**src/hdl/kfs_pkg.sv**
```systemverilog
// ----------------------------------------------------------------------------
// kfs_pkg: shared types, codes and microcode for the Kalman filter step
// Payload structs, sequencer states, operand codes, scratch slots and the
// microcode store that drives the shared multiply-accumulate datapath.
// ----------------------------------------------------------------------------
`timescale 1ns / 1ps
`default_nettype none

package kfs_pkg;

   typedef struct packed {
      logic               func;
      logic signed [31:0] measurement;
   } kfs_req_type;

   typedef struct packed {
      logic signed [31:0] estimate_first;
      logic signed [31:0] estimate_second;
      logic signed [31:0] variance_first;
      logic signed [31:0] variance_second;
      logic               gain_fault;
   } kfs_rsp_type;

   typedef enum logic [2:0] {
      CSR_TRANSITION  = 3'd0,
      CSR_MEASUREMENT = 3'd1,
      CSR_PROC_NOISE  = 3'd2,
      CSR_MEAS_NOISE  = 3'd3,
      CSR_INIT_STATE  = 3'd4,
      CSR_INIT_COV    = 3'd5
   } csr_index_type;

   typedef enum logic [2:0] {
      ST_IDLE,
      ST_FETCH,
      ST_EXEC,
      ST_ACCUM,
      ST_DIVIDE,
      ST_FINISH
   } state_type;

   typedef enum logic [1:0] {
      UOP_MAC,
      UOP_DIV,
      UOP_JUMP,
      UOP_STOP
   } uop_kind_type;

   typedef enum logic [1:0] {
      SHIFT_0,
      SHIFT_8,
      SHIFT_16
   } shift_type;

   typedef struct packed {
      uop_kind_type kind;
      logic         first;
      logic         last;
      logic         neg;
      logic [5:0]   src_a;
      logic [5:0]   src_b;
      shift_type    shift;
      logic [4:0]   dest;
   } uop_type;

   typedef struct packed {
      logic      prod_en;
      logic      acc_en;
      logic      first;
      logic      neg;
      shift_type shift;
   } mac_ctrl_type;

   // scratch slots
   localparam logic [5:0] SLOT_X0  = 6'd0;
   localparam logic [5:0] SLOT_X1  = 6'd1;
   localparam logic [5:0] SLOT_P0  = 6'd2;
   localparam logic [5:0] SLOT_P3  = 6'd5;
   localparam logic [5:0] SLOT_XP  = 6'd6;
   localparam logic [5:0] SLOT_PP  = 6'd8;
   localparam logic [5:0] SLOT_Q   = 6'd12;
   localparam logic [5:0] SLOT_M   = 6'd16;
   localparam logic [5:0] SLOT_PHT = 6'd20;
   localparam logic [5:0] SLOT_S   = 6'd22;
   localparam logic [5:0] SLOT_KG  = 6'd23;
   localparam logic [5:0] SLOT_HX  = 6'd25;
   localparam logic [5:0] SLOT_Y   = 6'd26;
   localparam logic [5:0] SLOT_KR  = 6'd25;
   localparam logic [5:0] SLOT_A   = 6'd27;

   // external operands
   localparam logic [5:0] SRC_F0    = 6'd32;
   localparam logic [5:0] SRC_F1    = 6'd33;
   localparam logic [5:0] SRC_F2    = 6'd34;
   localparam logic [5:0] SRC_F3    = 6'd35;
   localparam logic [5:0] SRC_H0    = 6'd36;
   localparam logic [5:0] SRC_H1    = 6'd37;
   localparam logic [5:0] SRC_QA0   = 6'd38;
   localparam logic [5:0] SRC_QA1   = 6'd39;
   localparam logic [5:0] SRC_QA2   = 6'd40;
   localparam logic [5:0] SRC_QA3   = 6'd41;
   localparam logic [5:0] SRC_IC0   = 6'd42;
   localparam logic [5:0] SRC_IC1   = 6'd43;
   localparam logic [5:0] SRC_IC2   = 6'd44;
   localparam logic [5:0] SRC_IC3   = 6'd45;
   localparam logic [5:0] SRC_IS0   = 6'd46;
   localparam logic [5:0] SRC_IS1   = 6'd47;
   localparam logic [5:0] SRC_Z     = 6'd48;
   localparam logic [5:0] SRC_R     = 6'd49;
   localparam logic [5:0] SRC_ONE   = 6'd50;
   localparam logic [5:0] SRC_256   = 6'd51;
   localparam logic [5:0] SRC_65536 = 6'd52;

   localparam int         ROM_DEPTH     = 97;
   localparam logic [6:0] RESTART_START = 7'd0;
   localparam logic [6:0] UPDATE_START  = 7'd27;
   localparam logic [6:0] PREDICT_START = 7'd72;

   typedef uop_type [ROM_DEPTH-1:0] rom_type;

   function automatic logic signed [31:0] sat32(input logic signed [63:0] v);
      logic signed [31:0] r;
      if (v > 64'sh0000_0000_7FFF_FFFF) begin
         r = 32'sh7FFF_FFFF;
      end else if (v < -64'sh0000_0000_8000_0000) begin
         r = 32'sh8000_0000;
      end else begin
         r = v[31:0];
      end
      return r;
   endfunction

   function automatic uop_type mac_uop(input logic first, input logic last,
                                       input logic neg, input int a, input int b,
                                       input shift_type sh, input int d);
      uop_type u;
      u.kind  = UOP_MAC;
      u.first = first;
      u.last  = last;
      u.neg   = neg;
      u.src_a = 6'(a);
      u.src_b = 6'(b);
      u.shift = sh;
      u.dest  = 5'(d);
      return u;
   endfunction

   function automatic uop_type ctl_uop(input uop_kind_type kind, input int a,
                                       input int b, input int d);
      uop_type u;
      u       = mac_uop(1'b1, 1'b1, 1'b0, a, b, SHIFT_0, d);
      u.kind  = kind;
      return u;
   endfunction

   function automatic rom_type build_rom();
      rom_type rom;
      int      n;
      n   = 0;
      rom = '0;
      // restart: scaled noise, initial covariance and state
      for (int i = 0; i < 4; i++) begin
         rom[n] = mac_uop(1'b1, 1'b1, 1'b0, SRC_QA0 + i, SRC_256, SHIFT_0, SLOT_A + i);
         n++;
      end
      for (int i = 0; i < 4; i++) begin
         rom[n] = mac_uop(1'b1, 1'b1, 1'b0, SRC_IC0 + i, SRC_256, SHIFT_0, SLOT_P0 + i);
         n++;
      end
      for (int i = 0; i < 2; i++) begin
         rom[n] = mac_uop(1'b1, 1'b1, 1'b0, SRC_IS0 + i, SRC_ONE, SHIFT_0, SLOT_X0 + i);
         n++;
      end
      // Q = F Qa F'
      for (int i = 0; i < 2; i++)
         for (int j = 0; j < 2; j++)
            for (int k = 0; k < 2; k++) begin
               rom[n] = mac_uop(k == 0, k == 1, 1'b0, SRC_F0 + i * 2 + k,
                                SLOT_A + k * 2 + j, SHIFT_8, SLOT_M + i * 2 + j);
               n++;
            end
      for (int i = 0; i < 2; i++)
         for (int j = 0; j < 2; j++)
            for (int k = 0; k < 2; k++) begin
               rom[n] = mac_uop(k == 0, k == 1, 1'b0, SLOT_M + i * 2 + k,
                                SRC_F0 + j * 2 + k, SHIFT_8, SLOT_Q + i * 2 + j);
               n++;
            end
      rom[n] = ctl_uop(UOP_JUMP, 0, 0, 0);
      n++;
      // update: P H'
      for (int i = 0; i < 2; i++)
         for (int k = 0; k < 2; k++) begin
            rom[n] = mac_uop(k == 0, k == 1, 1'b0, SLOT_PP + i * 2 + k, SRC_H0 + k,
                             SHIFT_8, SLOT_PHT + i);
            n++;
         end
      rom[n] = mac_uop(1'b1, 1'b0, 1'b0, SRC_R, SRC_256, SHIFT_0, SLOT_S);
      n++;
      for (int k = 0; k < 2; k++) begin
         rom[n] = mac_uop(1'b0, k == 1, 1'b0, SRC_H0 + k, SLOT_PHT + k, SHIFT_8, SLOT_S);
         n++;
      end
      for (int i = 0; i < 2; i++) begin
         rom[n] = ctl_uop(UOP_DIV, SLOT_PHT + i, SLOT_S, SLOT_KG + i);
         n++;
      end
      for (int k = 0; k < 2; k++) begin
         rom[n] = mac_uop(k == 0, k == 1, 1'b0, SRC_H0 + k, SLOT_XP + k, SHIFT_8, SLOT_HX);
         n++;
      end
      rom[n] = mac_uop(1'b1, 1'b0, 1'b0, SRC_Z, SRC_ONE, SHIFT_0, SLOT_Y);
      n++;
      rom[n] = mac_uop(1'b0, 1'b1, 1'b1, SLOT_HX, SRC_ONE, SHIFT_0, SLOT_Y);
      n++;
      for (int i = 0; i < 2; i++) begin
         rom[n] = mac_uop(1'b1, 1'b0, 1'b0, SLOT_XP + i, SRC_ONE, SHIFT_0, SLOT_X0 + i);
         n++;
         rom[n] = mac_uop(1'b0, 1'b1, 1'b0, SLOT_KG + i, SLOT_Y, SHIFT_16, SLOT_X0 + i);
         n++;
      end
      // A = I - K H
      for (int i = 0; i < 2; i++)
         for (int j = 0; j < 2; j++) begin
            if (i == j) begin
               rom[n] = mac_uop(1'b1, 1'b0, 1'b0, SRC_ONE, SRC_65536, SHIFT_0,
                                SLOT_A + i * 2 + j);
               n++;
            end
            rom[n] = mac_uop(i != j, 1'b1, 1'b1, SLOT_KG + i, SRC_H0 + j, SHIFT_8,
                             SLOT_A + i * 2 + j);
            n++;
         end
      for (int i = 0; i < 2; i++)
         for (int j = 0; j < 2; j++)
            for (int k = 0; k < 2; k++) begin
               rom[n] = mac_uop(k == 0, k == 1, 1'b0, SLOT_A + i * 2 + k,
                                SLOT_PP + k * 2 + j, SHIFT_16, SLOT_M + i * 2 + j);
               n++;
            end
      for (int i = 0; i < 2; i++) begin
         rom[n] = mac_uop(1'b1, 1'b1, 1'b0, SLOT_KG + i, SRC_R, SHIFT_8, SLOT_KR + i);
         n++;
      end
      for (int i = 0; i < 2; i++)
         for (int j = 0; j < 2; j++) begin
            rom[n] = mac_uop(1'b1, 1'b0, 1'b0, SLOT_KR + i, SLOT_KG + j, SHIFT_16,
                             SLOT_P0 + i * 2 + j);
            n++;
            for (int k = 0; k < 2; k++) begin
               rom[n] = mac_uop(1'b0, k == 1, 1'b0, SLOT_M + i * 2 + k,
                                SLOT_A + j * 2 + k, SHIFT_16, SLOT_P0 + i * 2 + j);
               n++;
            end
         end
      // predict
      for (int i = 0; i < 2; i++)
         for (int k = 0; k < 2; k++) begin
            rom[n] = mac_uop(k == 0, k == 1, 1'b0, SRC_F0 + i * 2 + k, SLOT_X0 + k,
                             SHIFT_8, SLOT_XP + i);
            n++;
         end
      for (int i = 0; i < 2; i++)
         for (int j = 0; j < 2; j++)
            for (int k = 0; k < 2; k++) begin
               rom[n] = mac_uop(k == 0, k == 1, 1'b0, SRC_F0 + i * 2 + k,
                                SLOT_P0 + k * 2 + j, SHIFT_8, SLOT_M + i * 2 + j);
               n++;
            end
      for (int i = 0; i < 2; i++)
         for (int j = 0; j < 2; j++) begin
            rom[n] = mac_uop(1'b1, 1'b0, 1'b0, SLOT_Q + i * 2 + j, SRC_ONE, SHIFT_0,
                             SLOT_PP + i * 2 + j);
            n++;
            for (int k = 0; k < 2; k++) begin
               rom[n] = mac_uop(1'b0, k == 1, 1'b0, SLOT_M + i * 2 + k,
                                SRC_F0 + j * 2 + k, SHIFT_8, SLOT_PP + i * 2 + j);
               n++;
            end
         end
      rom[n] = ctl_uop(UOP_STOP, 0, 0, 0);
      return rom;
   endfunction

   localparam rom_type UCODE = build_rom();

endpackage

`default_nettype wire

```
**src/hdl/kfs_divider.sv**
```systemverilog
// ----------------------------------------------------------------------------
// kfs_divider: gain divider
// Restoring division of num * 2^16 by den, one quotient bit a cycle,
// truncated toward zero and saturated to Q16.16.
// ----------------------------------------------------------------------------
`timescale 1ns / 1ps
`default_nettype none

module kfs_divider
   import kfs_pkg::*;
(
   input  wire logic               clock,
   input  wire logic               reset,
   input  wire logic               start,
   input  wire logic signed [31:0] num,
   input  wire logic signed [31:0] den,
   output logic                    done,
   output logic signed [31:0]      quotient
);

   localparam int QUO_W = 48;
   localparam int CNT_W = $clog2(QUO_W);

   logic [31:0]      rem_ff, rem_in;
   logic [QUO_W-1:0] quo_ff, quo_in;
   logic [31:0]      dmag_ff;
   logic             neg_ff;
   logic [CNT_W-1:0] cnt_ff;
   logic             busy_ff;
   logic             done_ff;
   logic [32:0]      shifted;
   logic [32:0]      diff;
   logic             ge;
   logic [31:0]      num_mag, den_mag;
   logic signed [63:0] q_signed;

   always_comb begin
      num_mag = num[31] ? 32'(-num) : num;
      den_mag = den[31] ? 32'(-den) : den;
      shifted = {rem_ff, quo_ff[QUO_W-1]};
      ge      = shifted >= {1'b0, dmag_ff};
      diff    = shifted - {1'b0, dmag_ff};
      rem_in  = ge ? diff[31:0] : shifted[31:0];
      quo_in  = {quo_ff[QUO_W-2:0], ge};
      q_signed = neg_ff ? -$signed({16'd0, quo_ff}) : $signed({16'd0, quo_ff});
      quotient = sat32(q_signed);
      done     = done_ff;
   end

   always_ff @(posedge clock) begin
      if (reset) begin
         busy_ff <= 1'b0;
         done_ff <= 1'b0;
         cnt_ff  <= '0;
      end else begin
         done_ff <= 1'b0;
         if (start) begin
            busy_ff <= 1'b1;
            cnt_ff  <= '0;
         end else if (busy_ff) begin
            cnt_ff <= cnt_ff + 1'b1;
            if (cnt_ff == CNT_W'(QUO_W - 1)) begin
               busy_ff <= 1'b0;
               done_ff <= 1'b1;
            end
         end
      end
   end

   always_ff @(posedge clock) begin
      if (start) begin
         rem_ff  <= '0;
         quo_ff  <= {num_mag, 16'd0};
         dmag_ff <= den_mag;
         neg_ff  <= num[31] ^ den[31];
      end else if (busy_ff) begin
         rem_ff <= rem_in;
         quo_ff <= quo_in;
      end
   end

endmodule

`default_nettype wire

```
**config.mk**
```make
export PLATFORM = sky130hd
export DESIGN_NAME = kfs_divider
export DESIGN_NICKNAME = d
export VERILOG_FILES = /design/src/hdl/kfs_pkg.sv /design/src/hdl/kfs_divider.sv
export SDC_FILE = /design/constraint.sdc
export NUM_CORES = 1
export LEC_CHECK = 0
export ABC_AREA = 1
export CAP_MARGIN = 20
export CORE_UTILIZATION = 47
export CTS_CLUSTER_SIZE = 16
export DETAILED_ROUTE_END_ITERATION = 7
export DONT_BUFFER_PORTS = 1
export PLACE_DENSITY = 0.71
export SLEW_MARGIN = 30
export SYNTH_ARGS = -nofsm -noshare
export SYNTH_HDL_FRONTEND = slang
export SYNTH_SLANG_ARGS = --single-unit
```
**constraint.sdc**
```tcl
create_clock -name clock -period 2.34 [get_ports clock]
set_clock_uncertainty 0.15 [all_clocks]
set_input_delay 0.351 -clock clock [delete_from_list [all_inputs] [get_ports clock]]
set_output_delay 0.351 -clock clock [all_outputs]
set_load 0.01 [all_outputs]
```
Word level (Yosys, flattened, before mapping) --
Cells that the tools add are included.
Operators by class: add/subtract/negate cells 5, $mul 0, divide/modulo/power cells 0, $lt $le $gt $ge 3, equality and inequality tests 1, shifts and indexed selects 0, muxes and demuxes 12, bitwise operators 2, reductions and logical operators 3
Operator list (count):
- two-way mux 32 bit | 4
- two-way mux 48 bit | 2
- greater-than comparator 64 x 32 -> 1 bit, second input constant | 1
- less-than comparator 64 x 32 -> 1 bit, second input constant | 1
- two-way mux 64 bit | 1
- negation 32 bit | 2
- negation 48 -> 64 bit | 1
- greater-or-equal comparator 33 x 32 -> 1 bit | 1
- subtractor 32 bit | 1
- two-way mux 31 bit | 1
- adder 6 x 1 -> 6 bit, second input constant | 1
- equality test 6 bit, second input constant | 1
- two-way mux 1 bit | 4
- OR reduction 3 bit | 1
- nonzero test 2 bit | 1
- OR reduction 2 bit | 1
- inverter 1 bit | 1
- bitwise XOR 1 bit | 1
Word-level totals: flip-flop bits (word level) 121, latch bits 0, memory bits (writable) 0, memory bits (read-only) 0, input port bits 67, output and inout port bits 33, memories 0

Logic depth before layout (Yosys ltp) --
word-level depth 5, gate-level depth with buffers 18, mapped depth without buffers 17

Worst setup path before layout --
No wires, ideal clock.
path type register -> register, start point register quo_ff[47], end point register rem_ff[30], setup time 0.114 ns, arrival 2.211 ns, setup slack -0.134 ns, stages on the path, launching flop included 15, buffers on the path 0, cells stage by stage edfxtp_1 -> inv_1 -> ha_1 -> fa_1 -> o21ai_0 -> nand2_1 -> nand2_1 -> nand3_1 -> nand2_1 -> nand3_1 -> nand2_1 -> xnor2_1 -> nand2_1 -> nand3_1 -> nand2_1
On the way: cells in the longest elaborated chain, start to end 2
Ends and longest elaborated chain:
- from (decl) | line kfs_divider.sv:25 | logic [QUO_W-1:0] quo_ff, quo_in;
- from (signal assigned) | line kfs_divider.sv:73 | quo_ff <= {num_mag, 16'd0};
- from (signal assigned) | line kfs_divider.sv:78 | quo_ff <= quo_in;
- subtractor 32 bit / greater-or-equal comparator 33 x 32 -> 1 bit (equally long branches) | line kfs_divider.sv:42, kfs_divider.sv:41
- two-way mux 32 bit (*) | line kfs_divider.sv:43 | rem_in = ge ? diff[31:0] : shifted[31:0];
- to (signal assigned) | line kfs_divider.sv:77 | rem_ff <= rem_in;
- to (decl) | line kfs_divider.sv:24 | logic [31:0] rem_ff, rem_in;
Every way passes the cells marked *; elsewhere a longest branch is shown, timed or not. A chain may end at the register's enable or synchronous reset.

Final worst setup path --
start point register quo_ff[27], end point output port quotient[3]
On the way: cells in the longest elaborated chain, start to end 5
Ends and longest elaborated chain:
- negation 48 -> 64 bit | line kfs_divider.sv:45 | q_signed = neg_ff ? -$signed({16'd0, quo_ff}) : $signed({16'd0, quo_ff});
- two-way mux 64 bit (*) | line kfs_divider.sv:45
- less-than comparator 64 x 32 -> 1 bit | line kfs_pkg.sv:125 | end else if (v < -64'sh0000_0000_8000_0000) begin
- two-way mux 32 bit | line kfs_pkg.sv:125
- two-way mux 32 bit (*) | line kfs_pkg.sv:123 | if (v > 64'sh0000_0000_7FFF_FFFF) begin
- to (decl) | line kfs_divider.sv:18 | output logic signed [31:0] quotient
Marked as above.

==> impl_results.md <==
- Outcome: finished with violations
- Violations in the final reports: hold timing, setup timing
- Share of total power in combinational logic: 31.0%
- Critical path cell sequence: nor2_2 > nand2_2 > buf_6 > nor2_4 > buf_6 > nand2_2 > nand2_2 > nand4_1 > nand2_1 > nand2_1 > nor2_2 > nand2_1 > nor2_1 > nand2_1 > nand2_4 > clkbuf_16 > nand2_1 > nand2_2
- Level count of the clock H-tree: 4
- Post-DR vias/cell: 5.907
- Area fraction of the dominant cell type after synthesis: 19.14%
- Top cells by count, synth: sky130_fd_sc_hd__nand2_1, sky130_fd_sc_hd__nor2_1, sky130_fd_sc_hd__inv_1, sky130_fd_sc_hd__nand3_1, sky130_fd_sc_hd__o21ai_0
- Sequential Power Share: 33.5%
- Peak fanout along the critical path: 8
- Overall track demand over capacity in global routing: 34.66%
- TritonCTS buffer count: 17
- Number of sinks driven by the clock tree: 121
- Library cell with the largest summed area after synthesis: sky130_fd_sc_hd__edfxtp_1
- Minimum period implied by the final worst setup slack: 3.307 ns
- Transition time at the pin with the least slew margin: 0.7285 ns
- Instance count of the mapped netlist: 1586
- Count of endpoints failing setup in the final report: 65
- Setup repair after global routing missed its margin: yes
- Root Buffer: sky130_fd_sc_hd__clkbuf_16
- Number of warning messages in the yosys log: 0
- Syn_area_per_cell: 6.430 um2
- Height of the chip: 149.3 um
- Crit path required time: 1.84 ns
- Maximum number of pins on one net before global-route repair: 48
- Total wirelength of the detailed-routed design: 45880 um
- Least setup slack across all paths after layout: -0.9671 ns
- Clk pwr share: 35.5%
- Classification of the worst-slack hold path: input port to register
- P_int: 4852 uW
- Element type at the critical path start: register
- Routed len/inst: 21.02 um
- Die area: 0.02229 mm2
- Maximum frequency from static timing analysis: 302.4 MHz
- Number of global-route vias before repair: 11713
- Register-to-register setup slack: -0.35 ns
- Flip-flop cell with the highest count after synthesis: sky130_fd_sc_hd__edfxtp_1
- Number of register bits inferred by synthesis: 121
- Worst setup path endpoint: quotient[3]
- Standby leakage power: 0.007375 uW
- Netlist cell types: 44
- Final clock period utilization by the worst path: 141.3%
- Arrival @ worst endpoint: 2.81 ns
- Post-DP Area: 0.01206 mm2
- Placeable core area: 0.02115 mm2
- CP top delay family: simple AND/OR/NAND/NOR gates
- Nets in the synthesized netlist: 1690
- Final layout net count: 1999
- Slowest-stage cell, CP: sky130_fd_sc_hd__edfxtp_1
- CTS tree: yes
- Path type of the worst setup path: register to output port
- Ratio of cells with drive above 1 in the final layout: 39.36%
- Global-route wire length before repair: 59860 um
- Largest stage delay on the critical path: 0.45 ns
- Cell area after layout: 0.01600 mm2
- Final Total Pwr: 7493 uW
- Area Growth Syn to Fin: 56.91%
- Post-synth ARST share: 0%
- Number of I/O pins: 100
- Chip width: 149.3 um
- Worst relative slew slack: 51.43%
- Logic depth of the worst register-to-register path: 13
- Buffering stage count on the worst path with inverters included: 3
- Total number of cells along the worst setup path: 18
- Placer Congestion: 0.9874
- Most used cell, CP: sky130_fd_sc_hd__nand2_1
- Count of buffers inserted at the top-level ports: 0
- Share of synthesized area occupied by flip-flops and latches: 30.13%
- Overall via count from detail_route: 12894
- Clock slew at the register clock pins of the worst setup and hold paths: 0.07 ns
- Number of design rule violations left after detail routing: 0
- Worst-Skew Late Latency: 0.45 ns
- Cell with the most instances after synthesis: sky130_fd_sc_hd__nand2_1
- Number of pins with negative max-slew slack in the final report: 0
- Power density of the placed cells: 468.2 mW/mm2
- Starting utilization of the core area: 48.21%
- Worst slack on hold paths: -0.02625 ns
- Iteration count of the initial detailed-routing pass: 6
- Max-cap viol count: 0
- Worst setup startpoint: quo_ff[27]
- Worst Setup End Kind: output port
- Peak supply drop: 0.0005390 V
- Post-layout utilization of the core: 75.65%
- Deepest clock path buffer count: 2
- R2r endpoint: rem_ff[27]
- Final antenna-violating net count: 0
- Initial antenna violation count: 0
- Beginning of the worst register-to-register path: dmag_ff[21]
- Post-synth EDFFs: 65
- Overflow left after global routing: 0
- Switching part of the total: 35.24%
- Placed wire-length estimate after detailed placement: 25060 um
- Number of inserted diodes: 0
- DRC marker count from the first detailed-route iteration: 1414
- Synthesized cell area: 0.01020 mm2
- # rows: 53
- Dominant cells by area after synthesis: sky130_fd_sc_hd__edfxtp_1, sky130_fd_sc_hd__nand2_1, sky130_fd_sc_hd__dfxtp_1
- Net Switching: 2641 uW
- Hold violation total from the final report: 1
[layout by cell type, fill, tap and decap left out, drive strengths merged, types with 5 or more instances in the layout]
cell and count:
a21oi 69, clkbuf 24, dfxtp 56, o22ai 27, nor3 27, nor2 217
nand4 19, ha 36, dlygate4sd3 31, or2 5, edfxtp 65, inv 206
o21ai 96, clkinv 5, xor2 55, nor4 8, nand3b 13, o31ai 9
nand3 120, a21o 6, buf 296, nand2 469, xnor2 28
[logic make-up after synthesis]
logic type	synth area share (%)
AND/OR/NAND/NOR	36.68
buffers and inverters	9.569
AO/OA/AOI/OAI	11.88
flip-flops	30.13
XOR/XNOR	7.128
adder cells (fa/ha/maj)	4.613
[sequential cells by signal, summed over array words and instances, names as in the netlist]
register  count
quo_ff       48
dmag_ff      32
rem_ff       32
cnt_ff        6
busy_ff       1
done          1
neg_ff        1
[area by class of cell]
cell class,count,area [um2]
Sequential cell,121,3073
Tap cell,275,344.1
Timing Repair Buffer,333,3083
Clock inverter,14,140.1
Fill cell,1327,5151
Inverter,200,753.2
Multi-Input combinational cell,1222,8180
Clock buffer,18,429.2
[worst register-to-register path, delay by kind of cell (launching register included)]
family	cells	cell delay (ns)
and+or+nand+nor	8	1.02
DFF	1	0.34
adders and majority gates	1	0.30
AOI/OAI and AO/OA	1	0.30
buffers and inverters	2	0.29
xor gates and xnor gates	1	0.18
[per-layer routing]
metal	track usage [%]	up-vias	wire, um
met3	5.474	311	4117
met5	0	-	0
met1	42.29	5945	16820
li1	-	5778	-
met4	16.63	0	3677
met2	59.35	860	21260
[per-stage QoR]
| step | worst slack, ns | TNS [ns] | cells | hold WS, ns |
|---|---|---|---|---|
| CTS | -0.9162 | -29.45 | 2146 | 0.004989 |
| global placement | -0.5852 | -23.82 | 2039 | 0.3000 |
| global route | -1.102 | -42.44 | 2183 | -0.02043 |
| floorplan | 0.01490 | 0 | 1586 | 0.2900 |
| finish | -0.9671 | -36.39 | 2183 | -0.02625 |
| detailed placement | -0.5704 | -25.68 | 2039 | 0.3000 |
[worst min path at each step]
| stage | startpoint | to | slack, ns | depth (start not counted) |
|---|---|---|---|---|
| after floorplan | rem_ff[31] | rem_ff[31] | 0.29 | 2 |
| after global placement | den[0] | dmag_ff[0] | 0.30 | 0 |
| after detailed placement | den[0] | dmag_ff[0] | 0.30 | 0 |
| after CTS | den[24] | dmag_ff[24] | 0.005 | 1 |
| after global routing | den[24] | dmag_ff[24] | -0.02 | 1 |
| final | den[24] | dmag_ff[24] | -0.03 | 1 |
[repair_timing]
item / in CTS / in global routing
endpoints found under the setup margin: 65 / 67
gates resized for setup: 237 / 313
hold buffers: 32 / 0
setup buffers: 35 / 37
gates cloned: 9 / 8
endpoints found under the hold margin: 67 / 0
pin swaps: 55 / 147
[power groups by stage]
stage	sequential [uW]	clock [uW]	combinational (uW)
after global routing	2520	2740	2450
after detailed placement	2520	0	1510
final	2510	2660	2320
after CTS	2480	2620	1830
after floorplan	2490	0	940
after global placement	2510	0	1500
(Power assumes the default switching activity.)
